**src/rtl/hte_pkg.sv**
```systemverilog
// Shared types, mode codes and escape sequence tables for the text escaper.
`default_nettype none

package hte_pkg;

    localparam logic [1:0] MODE_HTML = 2'd0;
    localparam logic [1:0] MODE_JS   = 2'd1;

    localparam int SEQ_MAX_LEN = 6;

    typedef struct packed {
        logic [7:0] in_byte;
        logic       in_end_of_text;
    } in_item_t;

    typedef struct packed {
        logic [7:0] out_byte;
        logic       last_of_run;
        logic       out_end_of_text;
    } out_item_t;

    typedef enum logic [3:0] {
        SEQ_NONE,
        SEQ_HTML_AMP,
        SEQ_HTML_APOS,
        SEQ_HTML_QUOT,
        SEQ_HTML_GT,
        SEQ_HTML_LT,
        SEQ_JS_APOS,
        SEQ_JS_QUOT,
        SEQ_JS_BSLASH,
        SEQ_JS_SLASH,
        SEQ_JS_CR,
        SEQ_JS_LF,
        SEQ_JS_LT,
        SEQ_JS_GT
    } seq_code_t;

    typedef struct packed {
        seq_code_t  code;
        logic [7:0] raw;
        logic       eot;
    } cmd_t;

    // Number of output bytes for a sequence code.
    function automatic logic [2:0] seq_len(input seq_code_t code);
        logic [2:0] len;
        unique case (code)
            SEQ_HTML_AMP:  len = 3'd5;
            SEQ_HTML_APOS: len = 3'd6;
            SEQ_HTML_QUOT: len = 3'd6;
            SEQ_HTML_GT:   len = 3'd4;
            SEQ_HTML_LT:   len = 3'd4;
            SEQ_JS_LT:     len = 3'd4;
            SEQ_JS_GT:     len = 3'd4;
            SEQ_JS_APOS, SEQ_JS_QUOT, SEQ_JS_BSLASH, SEQ_JS_SLASH,
            SEQ_JS_CR, SEQ_JS_LF: len = 3'd2;
            default:       len = 3'd1;
        endcase
        return len;
    endfunction

    // Byte at a position of an escape sequence; element 0 is sent first.
    function automatic logic [7:0] seq_byte(input seq_code_t code,
                                            input logic [2:0] idx,
                                            input logic [7:0] raw);
        logic [SEQ_MAX_LEN-1:0][7:0] s;
        s = '0;
        unique case (code)
            SEQ_HTML_AMP: begin
                s[0] = 8'h26; s[1] = 8'h61; s[2] = 8'h6D; s[3] = 8'h70; s[4] = 8'h3B;
            end
            SEQ_HTML_APOS: begin
                s[0] = 8'h26; s[1] = 8'h61; s[2] = 8'h70; s[3] = 8'h6F; s[4] = 8'h73;
                s[5] = 8'h3B;
            end
            SEQ_HTML_QUOT: begin
                s[0] = 8'h26; s[1] = 8'h71; s[2] = 8'h75; s[3] = 8'h6F; s[4] = 8'h74;
                s[5] = 8'h3B;
            end
            SEQ_HTML_GT: begin
                s[0] = 8'h26; s[1] = 8'h67; s[2] = 8'h74; s[3] = 8'h3B;
            end
            SEQ_HTML_LT: begin
                s[0] = 8'h26; s[1] = 8'h6C; s[2] = 8'h74; s[3] = 8'h3B;
            end
            SEQ_JS_APOS:   begin s[0] = 8'h5C; s[1] = 8'h27; end
            SEQ_JS_QUOT:   begin s[0] = 8'h5C; s[1] = 8'h22; end
            SEQ_JS_BSLASH: begin s[0] = 8'h5C; s[1] = 8'h5C; end
            SEQ_JS_SLASH:  begin s[0] = 8'h5C; s[1] = 8'h2F; end
            SEQ_JS_CR:     begin s[0] = 8'h5C; s[1] = 8'h72; end
            SEQ_JS_LF:     begin s[0] = 8'h5C; s[1] = 8'h6E; end
            SEQ_JS_LT: begin
                s[0] = 8'h5C; s[1] = 8'h78; s[2] = 8'h33; s[3] = 8'h63;
            end
            SEQ_JS_GT: begin
                s[0] = 8'h5C; s[1] = 8'h78; s[2] = 8'h33; s[3] = 8'h65;
            end
            default: s[0] = raw;
        endcase
        if (idx < 3'(SEQ_MAX_LEN)) begin
            return s[idx];
        end else begin
            return 8'h00;
        end
    endfunction

endpackage

`default_nettype wire

```
**src/rtl/hte_front.sv**
```systemverilog
// Front end of the text escaper: accepts a text byte and classifies it.
`default_nettype none

module hte_front
    import hte_pkg::*;
(
    input  wire logic       [1:0] escape_mode,
    input  wire logic             s_valid,
    output logic                  s_ready,
    input  wire in_item_t         s_data,
    output logic                  push_valid,
    input  wire logic             push_ready,
    output cmd_t                  push_cmd
);

    seq_code_t code;

    always_comb begin
        code = SEQ_NONE;
        unique case (escape_mode)
            MODE_HTML: begin
                case (s_data.in_byte)
                    8'h26:   code = SEQ_HTML_AMP;
                    8'h27:   code = SEQ_HTML_APOS;
                    8'h22:   code = SEQ_HTML_QUOT;
                    8'h3E:   code = SEQ_HTML_GT;
                    8'h3C:   code = SEQ_HTML_LT;
                    default: code = SEQ_NONE;
                endcase
            end
            MODE_JS: begin
                case (s_data.in_byte)
                    8'h27:   code = SEQ_JS_APOS;
                    8'h22:   code = SEQ_JS_QUOT;
                    8'h5C:   code = SEQ_JS_BSLASH;
                    8'h2F:   code = SEQ_JS_SLASH;
                    8'h0D:   code = SEQ_JS_CR;
                    8'h0A:   code = SEQ_JS_LF;
                    8'h3C:   code = SEQ_JS_LT;
                    8'h3E:   code = SEQ_JS_GT;
                    default: code = SEQ_NONE;
                endcase
            end
            default: code = SEQ_NONE;
        endcase
    end

    assign push_cmd.code = code;
    assign push_cmd.raw  = s_data.in_byte;
    assign push_cmd.eot  = s_data.in_end_of_text;
    assign push_valid    = s_valid;
    assign s_ready       = push_ready;

endmodule

`default_nettype wire

```
**src/rtl/hte_queue.sv**
```systemverilog
// Short command queue between the escaper's front and back ends.
`default_nettype none

module hte_queue
    import hte_pkg::*;
#(
    parameter int DEPTH = 2
) (
    input  wire logic aclk,
    input  wire logic aresetn,
    input  wire logic push_valid,
    output logic      push_ready,
    input  wire cmd_t push_cmd,
    output logic      pop_valid,
    input  wire logic pop_ready,
    output cmd_t      pop_cmd
);

    localparam int PTR_W = (DEPTH > 1) ? $clog2(DEPTH) : 1;
    localparam int CNT_W = $clog2(DEPTH + 1);

    cmd_t             mem [DEPTH];
    logic [PTR_W-1:0] wr_ptr_reg, wr_ptr_next;
    logic [PTR_W-1:0] rd_ptr_reg, rd_ptr_next;
    logic [CNT_W-1:0] count_reg, count_next;
    logic             do_push, do_pop;

    assign push_ready = (count_reg != CNT_W'(DEPTH));
    assign pop_valid  = (count_reg != '0);
    assign pop_cmd    = mem[rd_ptr_reg];
    assign do_push    = push_valid && push_ready;
    assign do_pop     = pop_valid && pop_ready;

    always_comb begin
        wr_ptr_next = wr_ptr_reg;
        rd_ptr_next = rd_ptr_reg;
        count_next  = count_reg;
        if (do_push) begin
            wr_ptr_next = (wr_ptr_reg == PTR_W'(DEPTH - 1)) ? '0 : wr_ptr_reg + 1'b1;
        end
        if (do_pop) begin
            rd_ptr_next = (rd_ptr_reg == PTR_W'(DEPTH - 1)) ? '0 : rd_ptr_reg + 1'b1;
        end
        if (do_push && !do_pop) begin
            count_next = count_reg + 1'b1;
        end else if (do_pop && !do_push) begin
            count_next = count_reg - 1'b1;
        end
    end

    always_ff @(posedge aclk) begin
        if (!aresetn) begin
            wr_ptr_reg <= '0;
            rd_ptr_reg <= '0;
            count_reg  <= '0;
        end else begin
            wr_ptr_reg <= wr_ptr_next;
            rd_ptr_reg <= rd_ptr_next;
            count_reg  <= count_next;
        end
    end

    always_ff @(posedge aclk) begin
        if (do_push) begin
            mem[wr_ptr_reg] <= push_cmd;
        end
    end

endmodule

`default_nettype wire

```
**src/rtl/hte_back.sv**
```systemverilog
// Back end of the text escaper: emits the bytes of each queued sequence.
`default_nettype none

module hte_back
    import hte_pkg::*;
(
    input  wire logic      aclk,
    input  wire logic      aresetn,
    input  wire logic      pop_valid,
    output logic           pop_ready,
    input  wire cmd_t      pop_cmd,
    output logic           m_valid,
    input  wire logic      m_ready,
    output out_item_t      m_data
);

    logic       m_valid_reg, m_valid_next;
    out_item_t  m_data_reg, m_data_next;
    logic [2:0] idx_reg, idx_next;
    logic       load_en, is_last;

    assign load_en = !m_valid_reg || m_ready;
    assign is_last = (idx_reg == seq_len(pop_cmd.code) - 3'd1);

    always_comb begin
        m_valid_next = m_valid_reg;
        m_data_next  = m_data_reg;
        idx_next     = idx_reg;
        pop_ready    = 1'b0;
        if (load_en) begin
            m_valid_next = pop_valid;
            if (pop_valid) begin
                m_data_next.out_byte        = seq_byte(pop_cmd.code, idx_reg, pop_cmd.raw);
                m_data_next.last_of_run     = is_last;
                m_data_next.out_end_of_text = is_last && pop_cmd.eot;
                if (is_last) begin
                    pop_ready = 1'b1;
                    idx_next  = '0;
                end else begin
                    idx_next = idx_reg + 3'd1;
                end
            end
        end
    end

    always_ff @(posedge aclk) begin
        if (!aresetn) begin
            m_valid_reg <= 1'b0;
            idx_reg     <= '0;
        end else begin
            m_valid_reg <= m_valid_next;
            idx_reg     <= idx_next;
        end
    end

    always_ff @(posedge aclk) begin
        m_data_reg <= m_data_next;
    end

    assign m_valid = m_valid_reg;
    assign m_data  = m_data_reg;

endmodule

`default_nettype wire

```
**src/rtl/html_js_text_escaper.sv**
```systemverilog
// Top level of the HTML and JavaScript text escaper.
// A request is queued, then its first byte goes into the back end's output register.
// Throughput: one output byte per cycle unless m_ready stalls the output; a byte that
// escapes to n bytes gives n output bytes, which the back end emits one byte per cycle.
// Reset: aresetn is synchronous and active low; it empties the queue, drops any
// pending output and returns escape_mode to HTML mode.
`default_nettype none

module html_js_text_escaper
    import hte_pkg::*;
#(
    parameter int QUEUE_DEPTH = 2
) (
    input  wire logic       aclk,
    input  wire logic       aresetn,
    input  wire logic       escape_mode_wr_en,
    input  wire logic [1:0] escape_mode_wr_data,
    input  wire logic       s_valid,
    output logic            s_ready,
    input  wire in_item_t   s_data,
    output logic            m_valid,
    input  wire logic       m_ready,
    output out_item_t       m_data
);

    // The user must write the mode register only while the block is idle (the block
    // itself does not enforce this), so the front end can classify each request against its current value.
    logic [1:0] escape_mode_reg, escape_mode_next;

    always_comb begin
        escape_mode_next = escape_mode_reg;
        if (escape_mode_wr_en) begin
            escape_mode_next = escape_mode_wr_data;
        end
    end

    always_ff @(posedge aclk) begin
        if (!aresetn) begin
            escape_mode_reg <= MODE_HTML;
        end else begin
            escape_mode_reg <= escape_mode_next;
        end
    end

    logic push_valid, push_ready, pop_valid, pop_ready;
    cmd_t push_cmd, pop_cmd;

    // The front end turns each text byte into a sequence code and the raw byte.
    hte_front u_front (
        .escape_mode (escape_mode_reg),
        .s_valid     (s_valid),
        .s_ready     (s_ready),
        .s_data      (s_data),
        .push_valid  (push_valid),
        .push_ready  (push_ready),
        .push_cmd    (push_cmd)
    );

    // The queue lets new requests arrive while a long sequence is still
    // being sent, and lets the output side stall without losing anything.
    hte_queue #(
        .DEPTH (QUEUE_DEPTH)
    ) u_queue (
        .aclk       (aclk),
        .aresetn    (aresetn),
        .push_valid (push_valid),
        .push_ready (push_ready),
        .push_cmd   (push_cmd),
        .pop_valid  (pop_valid),
        .pop_ready  (pop_ready),
        .pop_cmd    (pop_cmd)
    );

    // The back end walks the sequence one byte per cycle, unless m_ready stalls it,
    // into its output register and retires the queue entry with the final byte of the run.
    hte_back u_back (
        .aclk      (aclk),
        .aresetn   (aresetn),
        .pop_valid (pop_valid),
        .pop_ready (pop_ready),
        .pop_cmd   (pop_cmd),
        .m_valid   (m_valid),
        .m_ready   (m_ready),
        .m_data    (m_data)
    );

endmodule

`default_nettype wire
```
**config.mk**
```make
export PLATFORM = sky130hd
export DESIGN_NAME = html_js_text_escaper
export DESIGN_NICKNAME = d
export VERILOG_FILES = /design/src/rtl/hte_pkg.sv /design/src/rtl/hte_front.sv /design/src/rtl/hte_queue.sv /design/src/rtl/hte_back.sv /design/src/rtl/html_js_text_escaper.sv
export SDC_FILE = /design/constraint.sdc
export NUM_CORES = 1
export LEC_CHECK = 0
export ABC_AREA = 0
export BUFFER_PORTS_ARGS = -buffer_cell sky130_fd_sc_hd__buf_4
export CORE_ASPECT_RATIO = 1.75
export CORE_MARGIN = 5
export CORE_UTILIZATION = 50
export CTS_CLUSTER_SIZE = 24
export DETAILED_ROUTE_END_ITERATION = 6
export GPL_ROUTABILITY_DRIVEN = 0
export PLACE_DENSITY = 0.8
export SLEW_MARGIN = 40
export SYNTH_ARGS = -nofsm -noshare
export SYNTH_HDL_FRONTEND = slang
export SYNTH_SLANG_ARGS = --single-unit
export TNS_END_PERCENT = 10
```
**constraint.sdc**
```tcl
create_clock -name aclk -period 3.5 [get_ports aclk]
set_input_delay 0.175 -clock aclk [delete_from_list [all_inputs] [get_ports aclk]]
set_output_delay 0.175 -clock aclk [all_outputs]
set_load 0.01 [all_outputs]
```
==> flow_metrics.tcl, run 1 <==
set metrics [dict create \
    setup_viol 0 \
    synth.avg_cell_area_sq_um 10.6 \
    slowest_delay_ns 0.68 \
    cts_buffers 5 \
    drc_errors 0 \
    fp.dieW_um 65.2 \
    tightestPinTransition_ns 0.691 \
    holdBufCountCts 0 \
    hold_path.class "in2reg" \
    clkTransAtPathRegs_ns 0.08 \
    dp_cells 327 \
    grt_pass1_wl_um 9560 \
    fin_worst_skew_ns 0.00764 \
    yosysTopAreaCellShare_pct 40.6 \
    die_h_um 107 \
    syn_nets 268 \
    p_sw_w 0.000836 \
    arrival_ns 3.23 \
    boundaryPins 28 \
    ff2ff_path_depth 8 \
    area_growth_pct 14.2 \
    wirelength_um 5580 \
    required_ns 3.72 \
    setup_tns_ns 0 \
    drtIter0Drc 87 \
    cts_tree "built" \
    r2r_slack_ns 0.49 \
    crit_cells 8 \
    period_needed_ns 3.01 \
    slew_viol_final 0 \
    hold_viol_final 0 \
    status "finished, final reports clean" \
    cts_setup_buffers 0 \
    via_per_inst 6.24 \
    crit_family "compound AO/OA/AOI/OAI gates" \
    postCtsResizedCells 0 \
    worstSetupStartpointType "flip-flop" \
    dr.pass1.iters 5 \
    ant_nets 0 \
    io_buffers 27 \
    crit_fanout 12 \
    grt_max_degree 25 \
    vdd_drop_max_v 0.000333 \
    nNetsFinal 297 \
    drive_gt1_share_pct 22.5 \
    antennaDiodeCount 0 \
    p_leak_nw 1.10 \
    synth_cells 250 \
    dr_total_vias 2092 \
    fillers 414 \
    cellInternalPower_w 0.00143 \
    initial_utilization_pct 51.1 \
    seq_power_share_pct 37.8 \
    synth_flop_cell "edfxtp_1" \
    largest_reg_flops 26 \
    yosysTopAreaCell "edfxtp_1" \
    rsz0062_at_grt "false" \
    holdPathStages 1 \
    antenna_found_initial 0 \
    num_rows 35 \
    ys_top_cells_by_area "edfxtp_1 41%, dfxtp_1 8.3%, mux2i_1 4.5%, nor2_1 3.2%, mux2_2 3.0%" \
    synth-edff-count 36 \
    ys_seq_elements 47 \
    max_cap_violations 0 \
    power_w 0.00227 \
    crit_type "reg2reg" \
    worstSkewPairLatency_ns 0.30 \
    ys_types 62 \
    maxClockFrequency_mhz 332 \
    wl_per_cell_um 16.6 \
    grt_pass1_vias 2077 \
    hold_slack_ns 0.0674 \
    clock_power_share_pct 17.4 \
    track_usage_pct 17.4 \
    yosys_warnings 0 \
    core_area_sq_um 5210 \
    htreeDepth 2 \
    fin_util_pct 58.3 \
    comb_power_share_pct 44.8 \
    clkSinkCount 47 \
    powerDensity_nw_per_um2 747 \
    switching_share_pct 36.8 \
    path_buf_inv 0 \
    cts_root_buf "clkbuf_8" \
    place_hpwl_um 4130 \
    relSlewSlack_pct 53.9 \
    netlist_area_sq_um 2660 \
    post-route-period-util_pct 86.1 \
    end_kind "flip-flop" \
    die_area_sq_um 6940 \
    cpMaxStageDelayCell "dfxtp_1" \
    gr-total-overflow 0 \
    fin_cells 335 \
    path_cells "mux2_2, a211oi_4, xor2_1, o21ba_4, nand2_4, ha_1, or3_1, a21boi_0" \
    ys_seq_area_share_pct 48.9 \
    cts_buffer_depth 2 \
    async_reset_ff_share_pct 0 \
]
final timing paths:
| check | startpoint | to |
|---|---|---|
| min reg2reg | u_queue.rd_ptr_reg$_SDFFE_PN0P_ | u_queue.rd_ptr_reg$_SDFFE_PN0P_ |
| min | s_data[0] | u_queue.mem[0][0]$_DFFE_PP_ |
| max | flip-flop | u_queue.count_reg[1]$_SDFFE_PN0P_ |
| max reg2reg | flip-flop | u_queue.count_reg[1]$_SDFFE_PN0P_ |
placed cells by master (no fill, tap or decap), types with 7 or more instances in the layout:
| cell | instances |
|---|---|
| mux2_2 | 7 |
| mux2i_1 | 12 |
| dfxtp_1 | 11 |
| o21ai_0 | 14 |
| nand3_1 | 12 |
| nor2b_1 | 7 |
| nor2_1 | 22 |
| edfxtp_1 | 36 |
| nand2_1 | 19 |
| a21oi_1 | 10 |
| buf_4 | 35 |
per-layer routing:
| metal | part of all wire [%] | global-route usage [%] |
|---|---|---|
| met5 | 0 | 0 |
| met4 | 5.1 | 11.1 |
| met3 | 4.9 | 2.43 |
| met2 | 53 | 30.7 |
| met1 | 37 | 18.9 |
cells by family after synthesis:
family	Yosys count	share of synthesized area, %
XOR/XNOR	8	2.63
buffers and inverters	16	2.91
AND/OR/NAND/NOR	92	17.8
flip-flops	47	48.9
AO/OA/AOI/OAI	63	17.4
adder cells (fa/ha/maj)	2	0.940
multiplexers	22	9.40
per-stage QoR:
stage | area [sq um] | setup slack (ns)
after floorplan | 2660 | 1.04
after global placement | 2930 | 0.669
after detailed placement | 2930 | 0.508
after CTS | 3040 | 0.474
after global routing | 3040 | 0.287
final | 3040 | 0.486
Yosys cell counts (3+ instances only):
cell and count:
mux2i_1 12, dfxtp_1 11, a21oi_1 10, clkbuf_1 6, nand2b_1 5, nor4_1 3, o21ai_1 3, xnor2_1 3
nor2b_1 7, nand3_1 12, nor2_1 23, edfxtp_1 36, nand3b_1 3, inv_1 3, o22ai_1 6, a311oi_1 3
mux2_2 7, nor3_1 4, buf_2 5, nand2_1 19, xor2_1 5, o21ai_0 14
cell type report:
type / count / area [sq um] / area share (%)
clock buffers: 6 / 72.6 / 2.39
clock inverters: 2 / 36.3 / 1.19
inverters: 3 / 11.3 / 0.371
multi-input cells: 187 / 1280 / 42.3
flip-flops and latches: 47 / 1300 / 42.8
well taps: 55 / 68.8 / 2.27
repair buffers: 35 / 263 / 8.65
power groups by stage:
stage / registers (W) / clock network [W] / logic, W
floorplan: 0.000877 / 0 / 0.000699
global placement: 0.000863 / 0 / 0.000992
detailed placement: 0.000872 / 0 / 0.00101
CTS: 0.000860 / 0.000406 / 0.00101
global route: 0.000875 / 0.000425 / 0.00112
finish: 0.000858 / 0.000396 / 0.00102
No activity file was read; power rests on OpenSTA's default activity.
==> run 2, diff against run 1 <==
- RECOVER_POWER: unset -> 25
==> run 2 against run 1 <==
Against the previous run: hold slack better by 0.024 ns; clock skew up 0.00058 ns; via count about the same; critical path depth unchanged; flip-flop and latch count unchanged; critical path type unchanged; largest power group unchanged.
==> flow_metrics.tcl, run 2 (synthesis results as in run 1) <==
set metrics [dict create \
    status "finished, final reports clean" \
    slew_viol_final 0 \
    drive_gt1_share_pct 18.9 \
    dp_slack_ns 0.508 \
    gr-total-overflow 0 \
    crit_cells 8 \
    power_w 0.00226 \
    htreeDepth 2 \
    vdd_drop_max_v 0.000334 \
    rsz0062_at_grt "false" \
    final_common_cell "edfxtp_1" \
    crit_family "compound AO/OA/AOI/OAI gates" \
    drc_errors 0 \
    setup_viol 0 \
    p_leak_nw 1.06 \
    multi_input_area_sq_um 1280 \
    die_h_um 107 \
    reg2reg_to "u_queue.count_reg[1]$_SDFFE_PN0P_" \
    place_area_sq_um 2930 \
    worstSkewPairLatency_ns 0.30 \
    cp-endpoint "u_queue.count_reg[1]$_SDFFE_PN0P_" \
    post-route-period-util_pct 86.1 \
    clkTransAtPathRegs_ns 0.08 \
    r2r_slack_ns 0.49 \
    end_kind "flip-flop" \
    cts_root_buf "clkbuf_8" \
    core_area_sq_um 5210 \
    max_cap_violations 0 \
    clkSinkCount 47 \
    cts_setup_buffers 0 \
    hold_path.class "in2reg" \
    fin_util_pct 57.6 \
    slowest_delay_ns 0.68 \
    layout_common_cells "36 x edfxtp_1, 24 x buf_4, 22 x nor2_1" \
    path_cells "mux2_2, a211oi_4, xor2_1, o21ba_4, nand2_4, ha_1, or3_1, a21boi_0" \
    powerDensity_nw_per_um2 753 \
    ant_nets 0 \
    worstSetupStartpointType "flip-flop" \
    cpMaxStageDelayCell "dfxtp_1" \
    io_buffers 27 \
    antennaDiodeCount 0 \
    path_buf_inv 0 \
    setup_tns_ns 0 \
    period_needed_ns 3.01 \
    via_per_inst 6.24 \
    largest_reg_flops 26 \
    dr.pass1.iters 4 \
    die_area_sq_um 6940 \
    track_usage_pct 17.4 \
    postCtsResizedCells 0 \
    grt_max_degree 25 \
    crit_type "reg2reg" \
    drtIter0Drc 107 \
    maxClockFrequency_mhz 332 \
    initial_utilization_pct 51.1 \
    hold_viol_final 0 \
    boundaryPins 28 \
    grt_pass1_vias 2077 \
    arrival_ns 3.23 \
    dr_total_vias 2091 \
    cts_buffers 5 \
    fp.dieW_um 65.2 \
    antenna_found_initial 0 \
    cts_buffer_depth 2 \
    cts_tree "built" \
    wl_per_cell_um 16.7 \
    area_growth_pct 12.7 \
    place_hpwl_um 4130 \
    num_rows 35 \
    fin_worst_skew_ns 0.00822 \
    holdBufCountCts 0 \
    nNetsFinal 297 \
    relSlewSlack_pct 54.9 \
    finalInstanceArea_sq_um 3000 \
    wirelength_um 5580 \
    crit_fanout 12 \
    timing.final.ws_setup_ns 0.486 \
    fillers 425 \
    required_ns 3.72 \
    grt_pass1_wl_um 9560 \
    register_area_sq_um 1300 \
    ff2ff_path_depth 8 \
    tightestPinTransition_ns 0.676 \
]
## run 2: cell count changes in the layout (fill, tap and decap cells not counted), sizes merged
| cell | change |
|---|---|
| buf | -11 |
| clkbuf | +11 |
## run 2: how the worst min path moves through the flow
stage / from / end / cells past startpoint
3_5_place_dp: s_data[0] / u_queue.mem[0][0]$_DFFE_PP_ / 1
2_1_floorplan: s_data[0] / u_queue.mem[0][0]$_DFFE_PP_ / 0
4_1_cts: s_data[0] / u_queue.mem[0][0]$_DFFE_PP_ / 1
6_report: s_data[0] / u_queue.mem[0][0]$_DFFE_PP_ / 1
3_3_place_gp: s_data[0] / u_queue.mem[0][0]$_DFFE_PP_ / 1
5_1_grt: s_data[0] / u_queue.mem[0][0]$_DFFE_PP_ / 1
## run 2: area by class of cell
cell class / instances / area share (%)
multi-input cells: 187 / 42.8
flip-flops and latches: 47 / 43.4
well taps: 55 / 2.29
clock buffers: 6 / 2.42
clock inverters: 2 / 1.21
inverters: 3 / 0.375
repair buffers: 35 / 7.51
## run 2: stage by stage
| step | instances | hold WS, ns |
|---|---|---|
| floorplan | 250 | 0.274 |
| global placement | 327 | 0.369 |
| detailed placement | 327 | 0.369 |
| CTS | 335 | 0.0583 |
| global route | 335 | 0.0748 |
| finish | 335 | 0.0916 |
## run 2: metal layers
layer | track usage (%) | vias to the layer above | part of all wire [%]
met5 | 0 | - | 0
met4 | 11.1 | 0 | 4.6
met2 | 30.7 | 93 | 53
met1 | 18.9 | 968 | 38
li1 | - | 1007 | -
met3 | 2.43 | 23 | 4.6
## run 2: power by group
| group | switching [W] | total (W) | internal (W) |
|---|---|---|---|
| clock | 0.000183 | 0.000396 | 0.000214 |
| combinational | 0.000577 | 0.00100 | 0.000428 |
| sequential | 0.0000769 | 0.000858 | 0.000781 |
==> run 3, diff against run 2 <==
- CORE_ASPECT_RATIO: 1.75 -> 1.25
==> run 3 against run 2 <==
Against the previous run: clock skew shrank 0.0019 ns; critical path depth is the same; sequential share of layout area grew 0.13 points; combinational power is essentially flat; register-to-register slack gained 0.08 ns; count of clock-buffer cells in the layout is the same; final area shrank 0.29%; setup slack gained 0.083 ns; core utilization grew 0.90 points; sequential power is essentially flat; largest cell class unchanged; largest power group unchanged.
==> flow_metrics.tcl, run 3 (synthesis results as in run 1) <==
set metrics [dict create \
    status "finished, final reports clean" \
    period_needed_ns 2.93 \
    setup_viol 0 \
    die_area_sq_um 6890 \
    die_h_um 91.6 \
    crit_fanout 12 \
    via_per_inst 6.10 \
    num_rows 29 \
    ant_nets 0 \
    cts_root_buf "clkbuf_8" \
    dr.pass1.iters 4 \
    wl_per_cell_um 15.2 \
    min-delay-start "s_data[0]" \
    boundaryPins 28 \
    maxClockFrequency_mhz 341 \
    fillers 425 \
    postCtsResizedCells 0 \
    layout_common_cells "36 x edfxtp_1, 23 x buf_4, 22 x nor2_1" \
    clkSinkCount 47 \
    rsz0062_at_grt "false" \
    place_area_sq_um 2930 \
    dp_slack_ns 0.582 \
    wirelength_um 5170 \
    path_cells "mux2_2, a211oi_4, xor2_1, o21ba_4, nand2_4, ha_1, or3_1, a21boi_0" \
    post-route-period-util_pct 83.7 \
    largest_reg_flops 26 \
    arrival_ns 3.16 \
    grt_pass1_vias 2004 \
    dp_cells 333 \
    vdd_drop_max_v 0.000358 \
    holdBufCountCts 0 \
    fin_util_pct 58.5 \
    r2r_slack_ns 0.57 \
    setup_tns_ns 0 \
    drtIter0Drc 210 \
    worstSkewPairLatency_ns 0.30 \
    dr_total_vias 2081 \
    hold_end "u_queue.mem[0][0]$_DFFE_PP_" \
    ff2ff_path_depth 8 \
    place_hpwl_um 3780 \
    timing.final.ws_setup_ns 0.569 \
    clkTransAtPathRegs_ns 0.09 \
    initial_utilization_pct 52.0 \
    finalInstanceArea_sq_um 2990 \
    gr-total-overflow 0 \
    track_usage_pct 16.2 \
    register_area_sq_um 1300 \
    multi_input_area_sq_um 1280 \
    io_buffers 27 \
    p_leak_nw 1.05 \
    fin_cells 341 \
    antenna_found_initial 0 \
    htreeDepth 2 \
    max_cap_violations 0 \
    grt_pass1_wl_um 8920 \
    tightestPinTransition_ns 0.690 \
    required_ns 3.73 \
    crit_type "reg2reg" \
    antennaDiodeCount 0 \
    fin_worst_skew_ns 0.00630 \
    reg2reg_to "u_queue.count_reg[1]$_SDFFE_PN0P_" \
    drc_errors 0 \
    fp.dieW_um 75.3 \
    core_area_sq_um 5120 \
    relSlewSlack_pct 54.0 \
    nNetsFinal 296 \
    cts_buffer_depth 2 \
    worstSetupStartpointType "flip-flop" \
    powerDensity_nw_per_um2 731 \
    final_common_cell "edfxtp_1" \
    slowest_delay_ns 0.67 \
    hold_path.class "in2reg" \
    slew_viol_final 0 \
    cts_setup_buffers 0 \
    area_growth_pct 12.4 \
    drive_gt1_share_pct 19.0 \
    holdPathStages 1 \
    cts_tree "built" \
    grt_max_degree 28 \
    cpMaxStageDelayCell "dfxtp_1" \
    end_kind "flip-flop" \
    hold_viol_final 0 \
    cts_buffers 5 \
]
run 3: cell types whose count changed in the layout (fill, tap and decap cells not counted):
cell,delta
inv_4,-1
clkinvlp_4,+1
clkbuf_8,+1
clkinv_4,+1
clkbuf_1,-1
bufinv_16,-1
buf_4,-1
run 3: how the worst max path moves through the flow:
stage                                             end  slack (ns)
global route        u_queue.count_reg[1]$_SDFFE_PN0P_        0.32
floorplan           u_queue.count_reg[1]$_SDFFE_PN0P_        1.04
finish              u_queue.count_reg[1]$_SDFFE_PN0P_        0.57
global placement    u_queue.count_reg[1]$_SDFFE_PN0P_        0.68
CTS                 u_queue.count_reg[1]$_SDFFE_PN0P_        0.58
detailed placement  u_queue.count_reg[1]$_SDFFE_PN0P_        0.58
run 3: per-layer routing:
layer | share of wire [%] | vias to the layer above | track usage, %
met3 | 5.7 | 13 | 2.76
met2 | 52 | 81 | 27.8
met4 | 2.5 | 0 | 7.29
met5 | 0 | - | 0
li1 | - | 1011 | -
met1 | 40 | 976 | 19.4
run 3: worst max-delay path, delay by kind of cell (launching register included):
family	cells	cell delay (ns)
mux	1	0.52
fa+ha+maj	1	0.34
flops	1	0.67
simple gates	2	0.42
xor+xnor	1	0.15
compound gates	3	0.78
run 3: through the flow:
step / total power [W] / hold slack (ns)
floorplan: 0.00158 / 0.274
global placement: 0.00185 / 0.369
detailed placement: 0.00186 / 0.372
CTS: 0.00220 / 0.0552
global route: 0.00233 / 0.0664
finish: 0.00219 / 0.0877
run 3: power breakdown:
part / total (W) / switching, W / internal, W
registers: 0.000860 / 0.0000795 / 0.000781
logic: 0.000984 / 0.000560 / 0.000424
clock network: 0.000341 / 0.000180 / 0.000161
run 3: cell type report:
type,count,area share (%)
sequential,47,43.5
multi-input combinational,187,43.0
timing repair buffer,34,7.28
clock buffer,6,2.76
tap,62,2.59
clock inverter,2,0.544
inverter,3,0.376
